### src/sv/las_pkg.sv
// ----------------------------------------------------------------------------
// las_pkg
// Shared constants, register codes and the item type that moves along the
// cell chain of the local alignment score block.
// ----------------------------------------------------------------------------
package las_pkg;

  localparam int MAX_QUERY  = 64;
  localparam int MAX_TARGET = 4095;
  localparam int SCORE_MAX  = 1023;

  localparam int QIDX_W  = $clog2(MAX_QUERY);
  localparam int QLEN_W  = $clog2(MAX_QUERY + 1);
  localparam int COL_W   = $clog2(MAX_TARGET + 1);
  localparam int SCORE_W = $clog2(SCORE_MAX + 1);
  localparam int SUM_W   = SCORE_W + 2;
  localparam int SYM_W   = 8;

  localparam logic signed [SUM_W-1:0] SCORE_CAP = SUM_W'(SCORE_MAX);

  // register indexes on the configuration port
  localparam logic [1:0] REG_MATCH    = 2'd0;
  localparam logic [1:0] REG_MISMATCH = 2'd1;
  localparam logic [1:0] REG_GAP      = 2'd2;

  localparam logic [3:0] MATCH_RESET    = 4'd1;
  localparam logic [4:0] MISMATCH_RESET = 5'b11110;
  localparam logic [4:0] GAP_RESET      = 5'b11100;

  typedef struct packed {
    logic [3:0] match_score;
    logic [4:0] mismatch_score;
    logic [4:0] gap_score;
  } las_cfg_t;

  // one item on the chain: query load or target column, plus the best cell
  // token that is merged cell by cell on the closing target item
  typedef struct packed {
    logic               vld;
    logic               tgt;
    logic               clr;
    logic               wr;
    logic [QIDX_W-1:0]  idx;
    logic [SYM_W-1:0]   sym;
    logic               last;
    logic [COL_W-1:0]   col;
    logic [SCORE_W-1:0] up;
    logic [SCORE_W-1:0] bscore;
    logic [QLEN_W-1:0]  brow;
    logic [COL_W-1:0]   bcol;
  } las_item_t;

endpackage

### src/sv/las_feed.sv
// ----------------------------------------------------------------------------
// las_feed
// Entry stage: keeps query length, column count and query state, and turns
// each accepted item into a chain item.
// ----------------------------------------------------------------------------
module las_feed (
  input  logic                      clk,
  input  logic                      rst,
  input  logic                      en,
  input  logic                      accept,
  input  logic                      cmd,
  input  logic [las_pkg::SYM_W-1:0] symbol,
  input  logic                      last,
  output las_pkg::las_item_t        item
);
  import las_pkg::*;

  logic [QLEN_W-1:0] qlen;
  logic [COL_W-1:0]  col_cnt;
  logic              qdone;

  logic [QLEN_W-1:0] base_len;
  logic              wr;
  logic [COL_W-1:0]  col_inc;
  las_item_t         item_next;

  always_comb begin
    base_len = qdone ? '0 : qlen;
    wr       = (base_len < QLEN_W'(MAX_QUERY));
    col_inc  = (col_cnt < COL_W'(MAX_TARGET)) ? col_cnt + COL_W'(1) : col_cnt;

    item_next        = '0;
    item_next.vld    = 1'b1;
    item_next.tgt    = cmd;
    item_next.sym    = symbol;
    item_next.last   = last;
    item_next.clr    = !cmd && qdone;
    item_next.wr     = !cmd && wr;
    item_next.idx    = base_len[QIDX_W-1:0];
    item_next.col    = col_inc;
  end

  always_ff @(posedge clk) begin
    if (rst) begin
      qlen     <= '0;
      col_cnt  <= '0;
      qdone    <= 1'b0;
      item.vld <= 1'b0;
    end else if (en) begin
      if (accept) begin
        item <= item_next;
        if (!cmd) begin
          qlen  <= wr ? base_len + QLEN_W'(1) : base_len;
          qdone <= last;
          if (qdone) begin
            col_cnt <= '0;
          end
        end else begin
          qdone   <= 1'b1;
          col_cnt <= last ? '0 : col_inc;
        end
      end else begin
        item.vld <= 1'b0;
      end
    end
  end

endmodule

### config.mk
export PLATFORM = sky130hd
export DESIGN_NAME = las_feed
export DESIGN_NICKNAME = d
export VERILOG_FILES = /design/src/sv/las_pkg.sv /design/src/sv/las_feed.sv
export SDC_FILE = /design/constraint.sdc
export NUM_CORES = 1
export LEC_CHECK = 0
export BUFFER_PORTS_ARGS = -buffer_cell sky130_fd_sc_hd__buf_4
export CAP_MARGIN = 0
export CORE_UTILIZATION = 45
export DETAILED_ROUTE_END_ITERATION = 6
export GPL_TIMING_DRIVEN = 0
export PLACE_DENSITY = 0.73
export SLEW_MARGIN = 20
export SYNTH_ARGS = -nofsm -noshare
export SYNTH_HDL_FRONTEND = slang
export SYNTH_SLANG_ARGS = --single-unit
### constraint.sdc
create_clock -name clk -period 3.6 [get_ports clk]
set_clock_uncertainty 0.15 [all_clocks]
set_input_delay 0.72 -clock clk [delete_from_list [all_inputs] [get_ports clk]]
set_output_delay 0.72 -clock clk [all_outputs]
set_load 0.02 [all_outputs]
==> reports/qor.yml, run 1 <==
cells_and_area:
  finalNetCount: 349
  layout_commonest_cell: "buf_4"
  area_delta_synth_final_pct: 26.2
  antenna_cells: 0
  layout-drive-gt1-share: 0.317
  final_cell_mix: "buf_4, conb_1, edfxtp_1"
  postLayoutCellArea_sq_mm: 0.00324
drt:
  met2_length_um: 2240
  top_layer: "met4"
  drt_iter0_markers: 146
  drc: 0
  vias_per_cell: 4.84
  wirelength_um: 4960
  wl_met1_um: 2210
  dr_wl_met3_um: 408
  ant_nets: 0
  routedWlPerCell_um: 12.2
  vias: 1965
  first_pass_iters: 4
placement:
  dpl.hpwl_um: 3650
  io_buffers: 43
  gp_congestion: 0.821
  placed_cell_area_sq_mm: 0.00315
sta:
  hold_ws_ns: 0.335
  period_needed_ns: 2.21
  fmax_mhz: 453
  report.final.slew_viol_count: 0
  timing.final.crit_share: 0.614
  finalSetupTns_ns: 0
  final_hold_viol_count: 0
  slew_headroom: 0.633
  worst_slew_pin_slew_ns: 0.551
  rsz0062_at_grt: "false"
  setup_viol: 0
cts:
  clk_path_buf_depth: 2
  clock-sinks: 51
  htree_levels: 2
  insertion_delay_ns: 0.31
  post-cts-setup-buffers: 0
  root_buffer: "clkbuf_8"
  cts_tree: "built"
  cts.hold.buffers_added: 0
  cts_made_buffers: 5
  clk_pin_slew_ns: 0.09
  postCtsResizedCells: 0
setup_path:
  worstPathMaxFanout: 8
  cp.arrival_ns: 2.11
  start_kind: "register"
  critPathKind: "register to register"
  cp.required_ns: 3.50
  end_kind: "register"
synthesis:
  ys_ff_latch: 51
  yosys_warnings: 0
  synth_cell_types: 52
  synthArstFlopShare: 0
  synth_edf_count: 30
  synth_area_leaders: "edfxtp_1, dfxtp_1, buf_4"
  synth_area_leader_cell: "edfxtp_1"
  syn_area_per_cell_sq_um: 10.5
  postSynthCellCount: 244
  synthFlopType: "edfxtp_1"
  syn_area_sq_mm: 0.00257
  seq_area_frac_synth: 0.514
  synth_top_area_share: 0.351
global_route:
  track_usage: 0.173
  grt_pass1_wl_um: 8140
  grt_pass1_vias: 1740
  antenna_found_initial: 0
  grt_max_degree: 31
  overflow: 0
die:
  die_h_um: 77.6
  core-area_sq_mm: 0.00551
  dieWidth_um: 77.6
  fp-row-count: 27
  ios: 84
  start_util: 0.466
  die_area_sq_mm: 0.00601
pwr:
  p_per_area_mw_per_mm2: 339
  p_leak_uw: 0.00143
  power.total_uw: 1100
  peakVddDrop_mv: 0.174
job:
  cap_violations: 0
worst_hold_path:
  hold_class: "register to register"
outcome:
  outcome: "completed"
==> metal layers <==
layer  global-route usage  vias to the layer above
met5                    0                        -
met4               0.0868                        0
met3               0.0412                        6
met2                0.271                      102
met1                0.224                      864
li1                     -                      993
==> synth_stat cells (3+ instances only) <==
cell type and number:
o211ai_1 4, nor3_1 7, dfxtp_1 21, a41oi_1 3, buf_4 42, nor2_1 15, a21oi_1 16, buf_2 3
nand3_1 6, nor2b_1 9, clkbuf_1 4, a22o_1 3, nor4_1 5, nand2_1 16, edfxtp_1 30, and3_1 4
o21ai_0 8, inv_1 4, xnor2_1 5
==> through the flow <==
stage | util | instances | worst slack, ns
after global routing | 0.589 | 406 | 1.22
after CTS | 0.589 | 406 | 1.40
final | 0.589 | 406 | 1.39
after floorplan | - | 282 | 0.653
after detailed placement | 0.572 | 398 | 1.24
after global placement | 0.567 | 397 | 0.0139
==> registers in the layout, summed over array words and instances (netlist names) <==
name	cells
qlen	7
qdone	1
col_cnt	12
item	31
==> power by group <==
| part | switching [uW] | total, uW | internal [uW] | leakage [uW] |
|---|---|---|---|---|
| clock network | 187 | 322 | 135 | 0.0000402 |
| logic | 84.9 | 143 | 58.4 | 0.000923 |
| registers | 4.84 | 632 | 627 | 0.000462 |
| total | 276 | 1100 | 821 | 0.00143 |
==> area by class of cell <==
cell class,instances,area (sq um)
Sequential cell,51,1320
Clock buffer,5,68.8
Clock inverter,3,20.0
Buffer,49,345
Fill cell,489,2270
Inverter,4,15.0
Timing Repair Buffer,44,343
Tap cell,72,90.1
Multi-Input combinational cell,178,1040
==> critical path: stages (launching register included) <==
cell and delay, ns:
dfxtp_1 0.47, ha_1 0.30, nand2_1 0.22, nor4_4 0.51, nor3_1 0.13, xor2_1 0.16
==> worst paths after layout <==
kind	endpoint	slack [ns]	startpoint	depth (start not counted)
max reg2reg	item[44]	1.39	col_cnt[0]	5
min	item[69]	0.33	item[69]	2
max	item[44]	1.39	col_cnt[0]	5
min reg2reg	item[69]	0.33	item[69]	2
==> cells by family (layout without fill, tap and decap cells) <==
group                      count (synthesis)  after routing  synth area share
buffers and inverters                     53            105             0.140
other                                      1             39           0.00146
DFF                                       51             51             0.514
and+or+nand+nor                           79             79             0.175
xor gates and xnor gates                   6              6            0.0205
AOI/OAI and AO/OA                         50             50             0.130
adders and majority gates                  2              2           0.00974
muxes                                      2              2           0.00828
No activity file was read; power rests on OpenSTA's default activity.
==> run 2: changes to the inputs <==
Settings changed: PLACE_DENSITY 0.73 to 0.76.
Clock period 3.6 ns to 1.9 ns, I/O delays scaled along.
==> reports/qor.yml, run 2 (synthesis gave the netlist of run 1 again) <==
outcome:
  outcome: "finished, violations left"
  violations: "design-rule violations"
sta:
  period_needed_ns: 1.87  # -0.342 ns
  slew_headroom: 0.527  # -0.105
  hold_ws_ns: 0.0993  # -0.236 ns
  fmax_mhz: 535  # +18%
  final_hold_viol_count: 0  # unchanged
  setup_viol: 0  # unchanged
  worst_slack_ns: 0.0323  # -1.36 ns
  rsz0062_at_grt: "true"
  timing.final.crit_share: 0.983  # +0.369
  worst_slew_pin_slew_ns: 0.708  # +0.157 ns
  report.final.slew_viol_count: 0  # unchanged
  finalSetupTns_ns: 0  # unchanged
cts:
  insertion_delay_ns: 0.30  # about the same
  root_buffer: "clkbuf_8"
  htree_levels: 2  # unchanged
  clock-sinks: 51  # unchanged
  cts_made_buffers: 5  # unchanged
  clk_pin_slew_ns: 0.09  # about the same
  cts_tree: "built"
  clk_path_buf_depth: 2  # unchanged
setup_path:
  critPathKind: "register to register"
  cp_top_family: "simple AND/OR/NAND/NOR gates"
  critPathSlowestCell: "or4_4"
  start_kind: "register"
  end_kind: "register"
  critPathBufInv: 1  # +1
  cp.required_ns: 1.81  # -1.69 ns
  worstPathMaxFanout: 9  # +1
  path_cells: "buf_4 > nand4_4 > or4_4 > nand2_1 > xnor2_1"
  max_stage_delay_ns: 0.62  # +0.11 ns
  cp.arrival_ns: 1.77  # -0.34 ns
cells_and_area:
  finalNetCount: 350  # +0.29%
  biggestRegsByFlops: "item (31), col_cnt (12), qlen (7)"
  final_cell_mix: "buf_4, conb_1, edfxtp_1"
  regArea_sq_mm: 0.00133  # +0.57%
  largest_reg_flops: 31  # unchanged
  layout-drive-gt1-share: 0.346  # +0.0289
  final.fill_count: 474  # -3.1%
  postLayoutCellArea_sq_mm: 0.00327  # +1.0%
  multi_input_area_sq_mm: 0.00107  # +3.0%
  antenna_cells: 0  # unchanged
  area_delta_synth_final_pct: 27.5
  regMostFlops: "item"
  layout_commonest_cell: "buf_4"
drt:
  ant_nets: 0  # unchanged
  routedWlPerCell_um: 12.0  # -1.4%
  drc: 2  # +2
  first_pass_iters: 7  # +3
  vias_per_cell: 4.87  # +0.62%
  wirelength_um: 4900  # -1.2%
  drt_iter0_markers: 123  # -16%
  vias: 1982  # +0.87%
worst_hold_path:
  hold_class: "input port to register"
placement:
  dpl.hpwl_um: 3580  # -1.9%
  gp_congestion: 0.865  # +5.3%
  placed_cell_area_sq_mm: 0.00313  # -0.56%
  dp_worst_setup_slack_ns: -0.273  # -1.52 ns
  io_buffers: 43  # unchanged
die:
  dieWidth_um: 77.6  # unchanged
  core-area_sq_mm: 0.00551  # unchanged
  ios: 84  # unchanged
  fp-row-count: 27  # unchanged
  die_area_sq_mm: 0.00601  # unchanged
  start_util: 0.466  # unchanged
  die_h_um: 77.6  # unchanged
pwr:
  p_leak_uw: 0.00143  # +0.24%
  peakVddDrop_mv: 0.289  # +66%
  p_per_area_mw_per_mm2: 640  # +89%
  power.total_uw: 2100  # +91%
job:
  cap_violations: 0  # unchanged
global_route:
  antenna_found_initial: 0  # unchanged
  grt_pass1_wl_um: 7960  # -2.2%
  track_usage: 0.165  # -0.00869
  grt_pass1_vias: 1801  # +3.5%
  overflow: 0  # unchanged
  grt_max_degree: 31  # unchanged
==> run 2: metal layers <==
metal	global-route usage	wire length [um]	vias to the layer above
li1	-	-	990
met1	0.206	2170	895
met2	0.276	2280	90
met3	0.0424	400	7
met4	0.0528	46	0
met5	0	0	-
==> run 2: worst paths after layout <==
path	to	slack [ns]	depth (start not counted)	from
max reg2reg	item[42]	0.03	5	col_cnt[4]
min	item[57]	0.1	1	symbol[5]
min reg2reg	item[69]	0.34	2	item[69]
max	item[42]	0.03	5	col_cnt[4]
==> run 2: power breakdown <==
| part | switching (uW) | internal (uW) | total (uW) |
|---|---|---|---|
| clock network | 365 | 264 | 628 |
| registers | 9.73 | 1190 | 1200 |
| logic | 160 | 109 | 270 |
| total | 535 | 1560 | 2100 |
==> run 2: cell type report <==
class,count,share of cell area
repair buffers,44,0.101
inverters,4,0.00459
well taps,72,0.0275
multi-input cells,179,0.326
flip-flops and latches,51,0.406
clock inverters,3,0.00726
clock buffers,5,0.0210
plain buffers,49,0.107
==> run 2: metrics by stage <==
step,cells,utilization
after floorplan,282,-
after global placement,397,0.569
after detailed placement,397,0.569
after CTS,406,0.592
after global routing,407,0.595
final,407,0.595
==> run 2: repair_timing <==
action / CTS / global route
gates cloned: 0 / 1
setup endpoints to repair: 17 / 40
buffers inserted: 1 / 0
hold buffers: 0 / 0
resized for setup: 8 / 5
pin swaps: 1 / 1
