**src/sv/las_pkg.sv**
```systemverilog
// ----------------------------------------------------------------------------
// las_pkg
// Shared constants, register codes and the item type that moves along the
// cell chain of the local alignment score block.
// ----------------------------------------------------------------------------
package las_pkg;

  localparam int MAX_QUERY  = 64;
  localparam int MAX_TARGET = 4095;
  localparam int SCORE_MAX  = 1023;

  localparam int QIDX_W  = $clog2(MAX_QUERY);
  localparam int QLEN_W  = $clog2(MAX_QUERY + 1);
  localparam int COL_W   = $clog2(MAX_TARGET + 1);
  localparam int SCORE_W = $clog2(SCORE_MAX + 1);
  localparam int SUM_W   = SCORE_W + 2;
  localparam int SYM_W   = 8;

  localparam logic signed [SUM_W-1:0] SCORE_CAP = SUM_W'(SCORE_MAX);

  // register indexes on the configuration port
  localparam logic [1:0] REG_MATCH    = 2'd0;
  localparam logic [1:0] REG_MISMATCH = 2'd1;
  localparam logic [1:0] REG_GAP      = 2'd2;

  localparam logic [3:0] MATCH_RESET    = 4'd1;
  localparam logic [4:0] MISMATCH_RESET = 5'b11110;
  localparam logic [4:0] GAP_RESET      = 5'b11100;

  typedef struct packed {
    logic [3:0] match_score;
    logic [4:0] mismatch_score;
    logic [4:0] gap_score;
  } las_cfg_t;

  // one item on the chain: query load or target column, plus the best cell
  // token that is merged cell by cell on the closing target item
  typedef struct packed {
    logic               vld;
    logic               tgt;
    logic               clr;
    logic               wr;
    logic [QIDX_W-1:0]  idx;
    logic [SYM_W-1:0]   sym;
    logic               last;
    logic [COL_W-1:0]   col;
    logic [SCORE_W-1:0] up;
    logic [SCORE_W-1:0] bscore;
    logic [QLEN_W-1:0]  brow;
    logic [COL_W-1:0]   bcol;
  } las_item_t;

endpackage

```
**src/sv/las_cell.sv**
```systemverilog
// ----------------------------------------------------------------------------
// las_cell
// One query row of the score matrix: holds its query character, its score
// from the previous column and its own best cell; hands the item on.
// ----------------------------------------------------------------------------
module las_cell (
  input  logic                      clk,
  input  logic                      rst,
  input  logic                      en,
  input  logic [las_pkg::QIDX_W-1:0] cell_idx,
  input  las_pkg::las_cfg_t         cfg,
  input  las_pkg::las_item_t        in_item,
  output las_pkg::las_item_t        out_item
);
  import las_pkg::*;

  logic [SYM_W-1:0]   qchar;
  logic               qvalid;
  logic [SCORE_W-1:0] hleft;
  logic [SCORE_W-1:0] diag;
  logic [SCORE_W-1:0] lbest;
  logic [COL_W-1:0]   lcol;

  logic [5:0]               sim;
  logic signed [SUM_W-1:0]  sim_x, gap_x, diag_x, up_x, left_x;
  logic signed [SUM_W-1:0]  c_diag, c_up, c_left, best_v;
  logic [SCORE_W-1:0]       h;
  logic                     is_tgt, active;
  logic [SCORE_W-1:0]       lbest_next;
  logic [COL_W-1:0]         lcol_next;
  logic [QLEN_W-1:0]        row;
  las_item_t                out_next;

  always_comb begin
    sim    = (qchar == in_item.sym) ? {2'b00, cfg.match_score}
                                    : {cfg.mismatch_score[4], cfg.mismatch_score};
    sim_x  = {{(SUM_W-6){sim[5]}}, sim};
    gap_x  = {{(SUM_W-5){cfg.gap_score[4]}}, cfg.gap_score};
    diag_x = {{(SUM_W-SCORE_W){1'b0}}, diag};
    up_x   = {{(SUM_W-SCORE_W){1'b0}}, in_item.up};
    left_x = {{(SUM_W-SCORE_W){1'b0}}, hleft};
    c_diag = diag_x + sim_x;
    c_up   = up_x + gap_x;
    c_left = left_x + gap_x;

    best_v = '0;
    if (c_diag > best_v) best_v = c_diag;
    if (c_up > best_v) best_v = c_up;
    if (c_left > best_v) best_v = c_left;
    h = (best_v > SCORE_CAP) ? SCORE_W'(SCORE_MAX) : best_v[SCORE_W-1:0];

    is_tgt = in_item.vld && in_item.tgt;
    active = is_tgt && qvalid;

    // strict compare keeps the earliest column of this row
    lbest_next = lbest;
    lcol_next  = lcol;
    if (active && (h > lbest)) begin
      lbest_next = h;
      lcol_next  = in_item.col;
    end

    row      = QLEN_W'(cell_idx) + QLEN_W'(1);
    out_next = in_item;
    out_next.up = h;
    // incoming token comes from smaller rows, so it wins ties
    if (is_tgt && in_item.last && (lbest_next > in_item.bscore)) begin
      out_next.bscore = lbest_next;
      out_next.brow   = row;
      out_next.bcol   = lcol_next;
    end
  end

  always_ff @(posedge clk) begin
    if (en && in_item.vld && !in_item.tgt && in_item.wr && (in_item.idx == cell_idx)) begin
      qchar <= in_item.sym;
    end
  end

  always_ff @(posedge clk) begin
    if (rst) begin
      qvalid       <= 1'b0;
      hleft        <= '0;
      diag         <= '0;
      lbest        <= '0;
      lcol         <= '0;
      out_item.vld <= 1'b0;
    end else if (en) begin
      out_item <= out_next;
      if (in_item.vld) begin
        if (!in_item.tgt) begin
          if (in_item.clr) begin
            hleft  <= '0;
            diag   <= '0;
            lbest  <= '0;
            lcol   <= '0;
          end
          if (in_item.wr && (in_item.idx == cell_idx)) begin
            qvalid <= 1'b1;
          end else if (in_item.clr) begin
            qvalid <= 1'b0;
          end
        end else if (in_item.last) begin
          hleft <= '0;
          diag  <= '0;
          lbest <= '0;
          lcol  <= '0;
        end else begin
          hleft <= h;
          diag  <= in_item.up;
          lbest <= lbest_next;
          lcol  <= lcol_next;
        end
      end
    end
  end

endmodule

```
**config.mk**
```make
export PLATFORM = sky130hd
export DESIGN_NAME = las_cell
export DESIGN_NICKNAME = d
export VERILOG_FILES = /design/src/sv/las_pkg.sv /design/src/sv/las_cell.sv
export SDC_FILE = /design/constraint.sdc
export NUM_CORES = 1
export LEC_CHECK = 0
export ABC_AREA = 1
export BUFFER_PORTS_ARGS = -buffer_cell sky130_fd_sc_hd__clkbuf_2
export CAP_MARGIN = 15
export CORE_MARGIN = 2
export CORE_UTILIZATION = 55
export CTS_CLUSTER_SIZE = 20
export DETAILED_ROUTE_END_ITERATION = 16
export PLACE_DENSITY_LB_ADDON = 0.3
export SKIP_LAST_GASP = 1
export SYNTH_ARGS = -nofsm -noshare
export SYNTH_HDL_FRONTEND = slang
export SYNTH_SLANG_ARGS = --single-unit
```
**constraint.sdc**
```tcl
create_clock -name clk -period 35.4 [get_ports clk]
set_input_delay 7.08 -clock clk [delete_from_list [all_inputs] [get_ports clk]]
set_output_delay 7.08 -clock clk [all_outputs]
set_load 0.05 [all_outputs]
```
==> results.py, run 1 <==
metrics = {
    "route": {
        "postRouteAntennaNets": 0,
        "routedWlPerCell_um": 15.05,
        "dr.pass1.iters": 6,
        "wl_um": 19600,
        "drtIter0Drc": 600,
        "num_vias": 6913,
        "viasPerCell": 5.310,
        "drc": 0,
    },
    "timing": {
        "finalSetupViolCount": 0,
        "clock_skew_ns": 0.01082,
        "hold_viol": 0,
        "period_share": 0.5196,
        "worst_slew_pin_slew_ns": 0.8608,
        "finalCriticalPeriod_ns": 18.39,
        "drv_slew": 0,
        "slew_headroom": 0.4255,
        "fin_tns_setup_ns": 0,
        "fmax_mhz": 54.37,
        "grt_setup_unrepaired": "false",
    },
    "global_route": {
        "grt_pass1_wl_um": 31020,
        "use_met3": 0.05443,
        "use_met1": 0.3425,
        "grt_pass1_vias": 6400,
        "busiest_layer": "met2",
        "grt_max_degree": 48,
        "use_met2": 0.4457,
        "grtUsageTotal": 0.2635,
        "antenna_found_initial": 0,
        "grt.overflow.total": 0,
    },
    "run_status": {
        "status": "completed",
    },
    "cts": {
        "clk-insertion-delay-late_ns": 0.41,
        "cts_buffers": 17,
        "cts_resized": 0,
        "clk_path_buf_depth": 2,
        "htree_levels": 4,
        "clkTransAtPathRegs_ns": 0.06,
        "cts_hold_buffers": 0,
        "cts_num_sinks": 121,
        "clock-root-buffer": "clkbuf_16",
        "cts_tree": "done",
        "cts_setup_buffers": 0,
    },
    "die": {
        "start_util": 0.5640,
        "die_w_um": 123.3,
        "rows": 43,
        "io_pins": 163,
        "die_h_um": 123.3,
        "die-area_sq_um": 15200,
        "coreArea_sq_um": 13880,
    },
    "synth": {
        "yosys_register_bits": 121,
        "synth_edf_count": 77,
        "synthSimpleGateAreaFrac": 0.2413,
        "netlist_instances": 949,
        "avgSynthCellArea_sq_um": 8.249,
        "yosys_warnings": 0,
        "synth_cell_type_count": 51,
        "async_reset_ff_frac": 0,
        "synth_area_sq_um": 7829,
        "synth_nets": 1115,
        "synth_top_family_by_area": "simple AND/OR/NAND/NOR gates",
        "synthMuxAreaShare": 0,
        "synth_ff_type": "edfxtp_1",
        "ys_seq_area_frac": 0.4079,
        "synth_compound_area_frac": 0.1264,
        "synthXorXnorAreaFrac": 0.03356,
        "synthAdderAreaFrac": 0.1195,
    },
    "final_layout": {
        "antenna_cells": 0,
        "drive_gt1_frac": 0.2531,
        "stdcell_area_sq_um": 9384,
        "post-route-util": 0.6760,
        "filler_cell_count": 1170,
        "final_cell_mix": "252 x nand2_1, 162 x clkbuf_2, 105 x inv_1",
        "syn_to_final_growth_pct": 19.87,
        "multiInputGateArea_sq_um": 4100,
        "seq_area_sq_um": 3193,
        "layout_commonest_cell": "nand2_1",
        "final_nets": 1275,
    },
    "worst_setup_path": {
        "worstSetupPathType": "in -> reg",
        "crit_top_cell": "nand2_1",
        "end_kind": "flip-flop",
        "cp_slowest_cell": "inv_1",
        "cp.arrival_ns": 18.54,
        "critPathMaxFanout": 47,
        "worst_ep_required_time_ns": 35.55,
        "slowest_delay_ns": 0.56,
        "critPathLaunchType": "primary input",
    },
    "power": {
        "leakagePower_nw": 4.389,
        "p_per_area_nw_per_um2": 48.17,
        "p_total_uw": 452.0,
        "irDropWorstVdd_v": 0.00003156,
    },
    "run": {
        "max_cap_viol_count": 0,
    },
    "worst_hold_path": {
        "min_path_type": "reg -> reg",
    },
    "placed_design": {
        "dpl.hpwl_um": 14360,
        "place_congestion": 0.9609,
        "io_buffer_count": 162,
        "placedInstanceArea_sq_um": 8798,
    },
}
cell type report:
type / instances / share of cell area
Clock inverter: 13 / 0.01520
Inverter: 113 / 0.04520
Tap cell: 180 / 0.02400
Sequential cell: 121 / 0.3403
Clock buffer: 19 / 0.04720
Timing Repair Buffer: 168 / 0.09120
Multi-Input combinational cell: 688 / 0.4369
state kept, by name, indices dropped and copies added, names as in the netlist:
| name | cells |
|---|---|
| hleft | 10 |
| qvalid | 1 |
| diag | 10 |
| qchar | 8 |
| lbest | 10 |
| out_item | 70 |
| lcol | 12 |
path summary, 6_finish.rpt:
check	endpoint	slack, ns	start	cells after the start
max	out_item[27]	17.01	in_item[57]	76
min	out_item[69]	0.46	out_item[69]	2
max reg2reg	out_item[27]	23.36	qchar[5]	75
min reg2reg	out_item[69]	0.46	out_item[69]	2
logic make-up (layout without fill, tap and decap cells):
logic type,after synthesis,count (layout)
AND/OR/NAND/NOR,414,414
AO/OA/AOI/OAI,170,170
buffers and inverters,140,313
flip-flops,121,121
adder cells (fa/ha/maj),73,73
XOR/XNOR,30,30
other,1,1
per-stage QoR:
step / setup WS [ns] / hold slack, ns / instances
after floorplan: 18.98 / 0.4422 / 949
final: 17.01 / 0.4582 / 1302
after global placement: 17.20 / 0.4489 / 1270
after global routing: 15.64 / 0.4835 / 1302
after detailed placement: 16.92 / 0.4510 / 1270
after CTS: 17.17 / 0.4598 / 1302
per-layer routing:
layer | wire length (um) | part of all wire
met1 | 8703 | 0.44
met2 | 9430 | 0.48
met3 | 1235 | 0.063
met4 | 231 | 0.012
met5 | 0 | 0
critical path, delay by kind of cell:
| family | cells | cell delay [ns] |
|---|---|---|
| buffers and inverters | 13 | 2.24 |
| AOI/OAI and AO/OA | 21 | 2.91 |
| adders and majority gates | 5 | 1.55 |
| and+or+nand+nor | 37 | 4.70 |
cell usage after synthesis (all sizes together), types with 4 or more instances:
cell	count	area (sq um)
ha	70	875.8
nand2	272	1081
nand3	43	252.8
dfxtp	44	880.8
inv	112	420.4
nor2	30	120.1
xor2	23	201.4
clkbuf	21	78.83
xnor2	7	61.31
and2	12	77.58
buf	6	51.30
nor3	11	55.05
a21oi	76	399.1
edfxtp	77	2312
o21ai	67	365.3
or2	29	181.4
o21a	4	30.03
nand4	15	106.4
where the power goes:
group          total [mW]  switching, mW  internal (mW)
registers           0.161        0.00230          0.158
logic               0.120         0.0822         0.0378
clock network       0.171         0.0654          0.106
total               0.452          0.150          0.302
Note: power is estimated with default switching activity, not from simulation.
==> run 2, diff against run 1 <==
--- a/config.mk
+++ b/config.mk
@@ -9,7 +9,7 @@
 export BUFFER_PORTS_ARGS = -buffer_cell sky130_fd_sc_hd__clkbuf_2
 export CAP_MARGIN = 15
 export CORE_MARGIN = 2
-export CORE_UTILIZATION = 55
+export CORE_UTILIZATION = 50
 export CTS_CLUSTER_SIZE = 20
 export DETAILED_ROUTE_END_ITERATION = 16
 export PLACE_DENSITY_LB_ADDON = 0.3
==> constraint.sdc (replaced) <==
create_clock -name clk -period 15.5 [get_ports clk]
set_input_delay 3.1 -clock clk [delete_from_list [all_inputs] [get_ports clk]]
set_output_delay 3.1 -clock clk [all_outputs]
set_load 0.05 [all_outputs]
==> run 2 against run 1 <==
Against the previous run:
- non-clock buffer count rose by 1
- setup slack got worse by 15 ns
- total power rose by 130%
- largest cell class unchanged
==> results.py, run 2 (synthesis results as in run 1) <==
metrics = {
    "timing": {
        "drv_slew": 0,
        "finalCriticalPeriod_ns": 13.86,
        "hold_viol": 0,
        "slew_headroom": 0.4025,
        "clock_skew_ns": 0.01895,
        "worst_slew_pin_slew_ns": 0.8942,
        "fmax_mhz": 72.17,
        "grt_setup_unrepaired": "false",
        "fin_tns_setup_ns": 0,
        "period_share": 0.8940,
        "finalSetupViolCount": 0,
    },
    "global_route": {
        "grt_pass1_wl_um": 30330,
        "grt_max_degree": 46,
        "grt.overflow.total": 0,
        "grt_pass1_vias": 6343,
        "antenna_found_initial": 0,
        "grtUsageTotal": 0.2287,
    },
    "final_layout": {
        "stdcell_area_sq_um": 9423,
        "final_nets": 1276,
        "final_cell_mix": "252 x nand2_1, 162 x clkbuf_2, 105 x inv_1",
        "largest_reg_flops": 70,
        "regMostFlops": "out_item",
        "syn_to_final_growth_pct": 20.36,
        "drive_gt1_frac": 0.2529,
        "antenna_cells": 0,
        "layout_commonest_cell": "nand2_1",
        "post-route-util": 0.6175,
        "fin_cells": 1334,
        "largest_registers": "out_item (70), lcol (12)",
    },
    "route": {
        "drc": 0,
        "drtIter0Drc": 498,
        "routedWlPerCell_um": 14.07,
        "postRouteAntennaNets": 0,
        "num_vias": 6834,
        "viasPerCell": 5.123,
        "wl_um": 18770,
        "dr.pass1.iters": 7,
    },
    "worst_setup_path": {
        "end_kind": "flip-flop",
        "regToRegStartpoint": "qchar[2]",
        "slowest_delay_ns": 0.65,
        "reg2reg_slack_ns": 4.04,
        "rr_worst_depth": 73,
        "cp_slowest_cell": "inv_1",
        "crit_top_cell": "nand2_1",
        "cp.arrival_ns": 14.02,
        "r2r_end": "out_item[27]",
        "critPathMaxFanout": 26,
        "worstSetupPathType": "in -> reg",
        "worst_ep_required_time_ns": 15.66,
        "critPathLaunchType": "primary input",
    },
    "power": {
        "internal_power_uw": 683.0,
        "p_per_area_nw_per_um2": 108.6,
        "leakagePower_nw": 4.389,
        "irDropWorstVdd_v": 0.00008897,
        "swShare": 0.3325,
        "p_comb_frac": 0.264,
        "pwr-share-clk": 0.378,
        "seqPwrFrac": 0.358,
        "p_total_mw": 1.023,
        "switching_power_uw": 340.3,
    },
    "placed_design": {
        "placedInstanceArea_sq_um": 8845,
        "io_buffer_count": 162,
        "dpl.hpwl_um": 14290,
        "place_congestion": 0.8959,
        "placed_cells": 1302,
    },
    "worst_hold_path": {
        "hp-start": "lbest[9]",
        "hold-path-endpoint": "lbest[9]",
        "hold_path_depth": 2,
        "min_path_type": "reg -> reg",
    },
    "cts": {
        "cts_num_sinks": 121,
        "htree_levels": 4,
        "clkTransAtPathRegs_ns": 0.06,
        "cts_tree": "done",
        "cts_resized": 0,
        "clock-root-buffer": "clkbuf_16",
        "clk-insertion-delay-late_ns": 0.43,
        "cts_setup_buffers": 0,
        "cts_buffers": 17,
        "cts_hold_buffers": 0,
        "clk_path_buf_depth": 2,
    },
    "run_status": {
        "status": "completed",
    },
    "die": {
        "coreArea_sq_um": 15260,
        "die_w_um": 129.1,
        "start_util": 0.5131,
        "die-area_sq_um": 16670,
        "io_pins": 163,
        "rows": 45,
        "die_h_um": 129.1,
    },
    "run": {
        "max_cap_viol_count": 0,
    },
}
[run 2: changes by cell type in the layout (fill, tap and decap cells not counted)]
cell,change
clkinv_1,+2
inv_6,-2
buf_4,+1
clkbuf_1,-1
clkbuf_8,-1
clkinv_4,+1
inv_8,+1
[run 2: critical path: cells and delay by family]
family | cells | cell delay (ns)
AO/OA/AOI/OAI | 19 | 2.40
XOR/XNOR | 1 | 0.18
adder cells (fa/ha/maj) | 5 | 1.59
buffers and inverters | 12 | 2.08
AND/OR/NAND/NOR | 37 | 4.65
[run 2: how the worst max path moves through the flow]
stage                startpoint      endpoint  slack, ns
detailed placement  in_item[54]  out_item[27]       1.28
global placement    in_item[58]  out_item[25]       1.73
floorplan           in_item[58]  out_item[27]       3.06
CTS                 in_item[54]  out_item[27]       1.69
finish              in_item[54]  out_item[27]       1.64
global route        in_item[54]  out_item[25]       0.36
[run 2: power by group through the flow]
stage,clock [mW],sequential [mW],combinational [mW]
2_1_floorplan,0,0.416,0.158
3_3_place_gp,0,0.373,0.266
3_5_place_dp,0,0.373,0.268
4_1_cts,0.390,0.367,0.270
5_1_grt,0.406,0.368,0.302
6_report,0.387,0.367,0.270
[run 2: layer usage]
| layer | global-route usage | vias up | share of wire |
|---|---|---|---|
| met3 | 0.04789 | 22 | 0.063 |
| met1 | 0.3009 | 3097 | 0.46 |
| met2 | 0.3780 | 217 | 0.46 |
| met5 | 0 | - | 0 |
| met4 | 0.07417 | 0 | 0.016 |
| li1 | - | 3498 | - |
[run 2: area by class of cell]
type / instances / area (sq um)
flip-flops and latches: 121 / 3193
multi-input cells: 688 / 4100
repair buffers: 169 / 863.3
clock buffers: 17 / 425.4
well taps: 211 / 264.0
clock inverters: 15 / 152.6
fillers: 1343 / 5836
inverters: 113 / 424.2
[run 2: metrics by stage]
stage	setup slack, ns	hold slack (ns)
2_1_floorplan	3.060	0.4422
3_3_place_gp	1.727	0.4493
3_5_place_dp	1.283	0.4544
4_1_cts	1.688	0.4631
5_1_grt	0.3617	0.4720
6_report	1.643	0.4623
==> run 3, diff against run 2 <==
==> constraint.sdc (replaced) <==
create_clock -name clk -period 15.5 [get_ports clk]
set_input_delay 4.65 -clock clk [delete_from_list [all_inputs] [get_ports clk]]
set_output_delay 4.65 -clock clk [all_outputs]
set_load 0.05 [all_outputs]
==> run 3 against run 2 <==
Against the previous run:
- clock power is 4% lower
- largest power group unchanged
- wire length hardly changed
- critical path type unchanged
- critical endpoint is now out_item[25]
- maximum frequency is 4.3% lower
- clock-buffer cell count stayed put
- sequential share of layout area is 0.26 points lower
- utilization is 0.48 points higher
==> results.py, run 3 (synthesis results as in run 1) <==
metrics = {
    "timing": {
        "worst_slew_pin_slew_ns": 0.9991,
        "slew_headroom": 0.3323,
        "whs_ns": 0.4617,
        "hold_viol": 0,
        "drv_slew": 0,
        "fin_tns_setup_ns": 0,
        "fmax_mhz": 69.05,
        "finalSetupViolCount": 0,
        "clock_skew_ns": 0.01028,
        "finalCriticalPeriod_ns": 14.48,
        "period_share": 0.9343,
    },
    "final_layout": {
        "regMostFlops": "out_item",
        "layout_commonest_cell": "nand2_1",
        "stdcell_area_sq_um": 9497,
        "final_nets": 1285,
        "drive_gt1_frac": 0.2611,
        "largest_registers": "out_item (70), lcol (12)",
        "post-route-util": 0.6224,
        "final_cell_mix": "251 x nand2_1, 162 x clkbuf_2, 103 x inv_1",
        "antenna_cells": 0,
        "largest_reg_flops": 70,
        "syn_to_final_growth_pct": 21.30,
    },
    "worst_setup_path": {
        "cp_num_buf_inv": 13,
        "cp_slowest_cell": "fa_1",
        "end_kind": "flip-flop",
        "critPathLaunchType": "primary input",
        "worstSetupPathType": "in -> reg",
        "crit_top_cell": "nand2_1",
        "slowest_delay_ns": 0.41,
        "cp.arrival_ns": 14.63,
        "critPathMaxFanout": 20,
        "worst_ep_required_time_ns": 15.65,
        "crit_family": "simple AND/OR/NAND/NOR gates",
    },
    "power": {
        "swShare": 0.3265,
        "internal_power_uw": 684.1,
        "p_total_mw": 1.016,
        "seqPwrFrac": 0.361,
        "p_per_area_nw_per_um2": 107.0,
        "switching_power_uw": 331.7,
        "leakagePower_nw": 4.416,
        "irDropWorstVdd_v": 0.00007628,
        "p_comb_frac": 0.272,
        "pwr-share-clk": 0.368,
    },
    "cts": {
        "clock-root-buffer": "clkbuf_16",
        "cts_tree": "done",
        "cts_num_sinks": 121,
        "clkTransAtPathRegs_ns": 0.06,
        "htree_levels": 4,
        "clk_path_buf_depth": 2,
        "cts_buffers": 17,
        "clk-insertion-delay-late_ns": 0.41,
        "cts_hold_buffers": 0,
    },
    "die": {
        "start_util": 0.5131,
        "die_w_um": 129.1,
        "rows": 45,
        "io_pins": 163,
        "die-area_sq_um": 16670,
        "coreArea_sq_um": 15260,
        "die_h_um": 129.1,
    },
    "route": {
        "wl_um": 18770,
        "dr.pass1.iters": 5,
        "drc": 0,
        "viasPerCell": 5.137,
        "postRouteAntennaNets": 0,
        "num_vias": 6889,
        "drtIter0Drc": 460,
        "routedWlPerCell_um": 14.00,
    },
    "worst_hold_path": {
        "min_path_type": "reg -> reg",
    },
    "global_route": {
        "busiest_layer": "met2",
        "use_met3": 0.04335,
        "grt_pass1_vias": 6069,
        "use_met2": 0.3656,
        "grt_pass1_wl_um": 29460,
        "grt.overflow.total": 0,
        "grt_max_degree": 46,
        "antenna_found_initial": 0,
        "use_met1": 0.2990,
        "grtUsageTotal": 0.2234,
    },
    "placed_design": {
        "place_congestion": 0.8952,
        "dpl.hpwl_um": 14110,
        "placedInstanceArea_sq_um": 8860,
        "io_buffer_count": 162,
    },
    "run": {
        "max_cap_viol_count": 0,
    },
    "run_status": {
        "status": "completed",
    },
}
run 3: cell count changes in the layout (fill, tap and decap cells not counted), sizes merged:
cell,change
clkinvlp,+4
inv,-4
buf,+8
clkinv,-1
run 3: worst paths after layout:
| path | start | endpoint | slack, ns | cells past startpoint |
|---|---|---|---|---|
| hold / removal | lcol[4] | lcol[4] | 0.46 | 2 |
| setup / recovery | in_item[52] | out_item[25] | 1.02 | 75 |
| setup reg to reg | qchar[0] | out_item[25] | 4.96 | 74 |
| hold reg to reg | lcol[4] | lcol[4] | 0.46 | 2 |
run 3: power groups by stage:
stage               logic, mW  clock network (mW)  registers [mW]
detailed placement      0.268                   0           0.373
global placement        0.266                   0           0.373
finish                  0.276               0.373           0.366
floorplan               0.158                   0           0.416
CTS                     0.270               0.380           0.366
global route            0.308               0.394           0.368
run 3: area by class of cell:
cell class                 count  area (sq um)
clock inverter                13         132.6
clock buffer                  17         425.4
fill                        1322          5762
tap                          211         264.0
timing repair inverter         1         7.507
sequential                   121          3193
inverter                     113         431.7
timing repair buffer         177         934.6
multi-input combinational    688          4108
run 3: worst register-to-register path: cells and delay by family, from the launching register on:
kind | cells | cell delay (ns)
simple gates | 38 | 4.00
flops | 1 | 0.38
compound gates | 19 | 2.73
buf+inv | 12 | 1.57
fa+ha+maj | 5 | 1.56
run 3: stage by stage:
step | worst slack (ns) | cells
after floorplan | 1.510 | 949
after global placement | 0.7783 | 1304
after detailed placement | 0.3979 | 1304
after CTS | 0.7496 | 1334
after global routing | -0.09164 | 1341
final | 1.019 | 1341
run 3: metal layers:
layer / share of wire / wire [um]
met5: 0 / 0
met4: 0.018 / 329
met3: 0.049 / 913
met2: 0.47 / 8800
met1: 0.46 / 8728
run 3: what timing repair did:
action / 4_1_cts / 5_1_grt
buffers inserted: 0 / 6
resized for setup: 0 / 8
setup endpoints to repair: 0 / 29
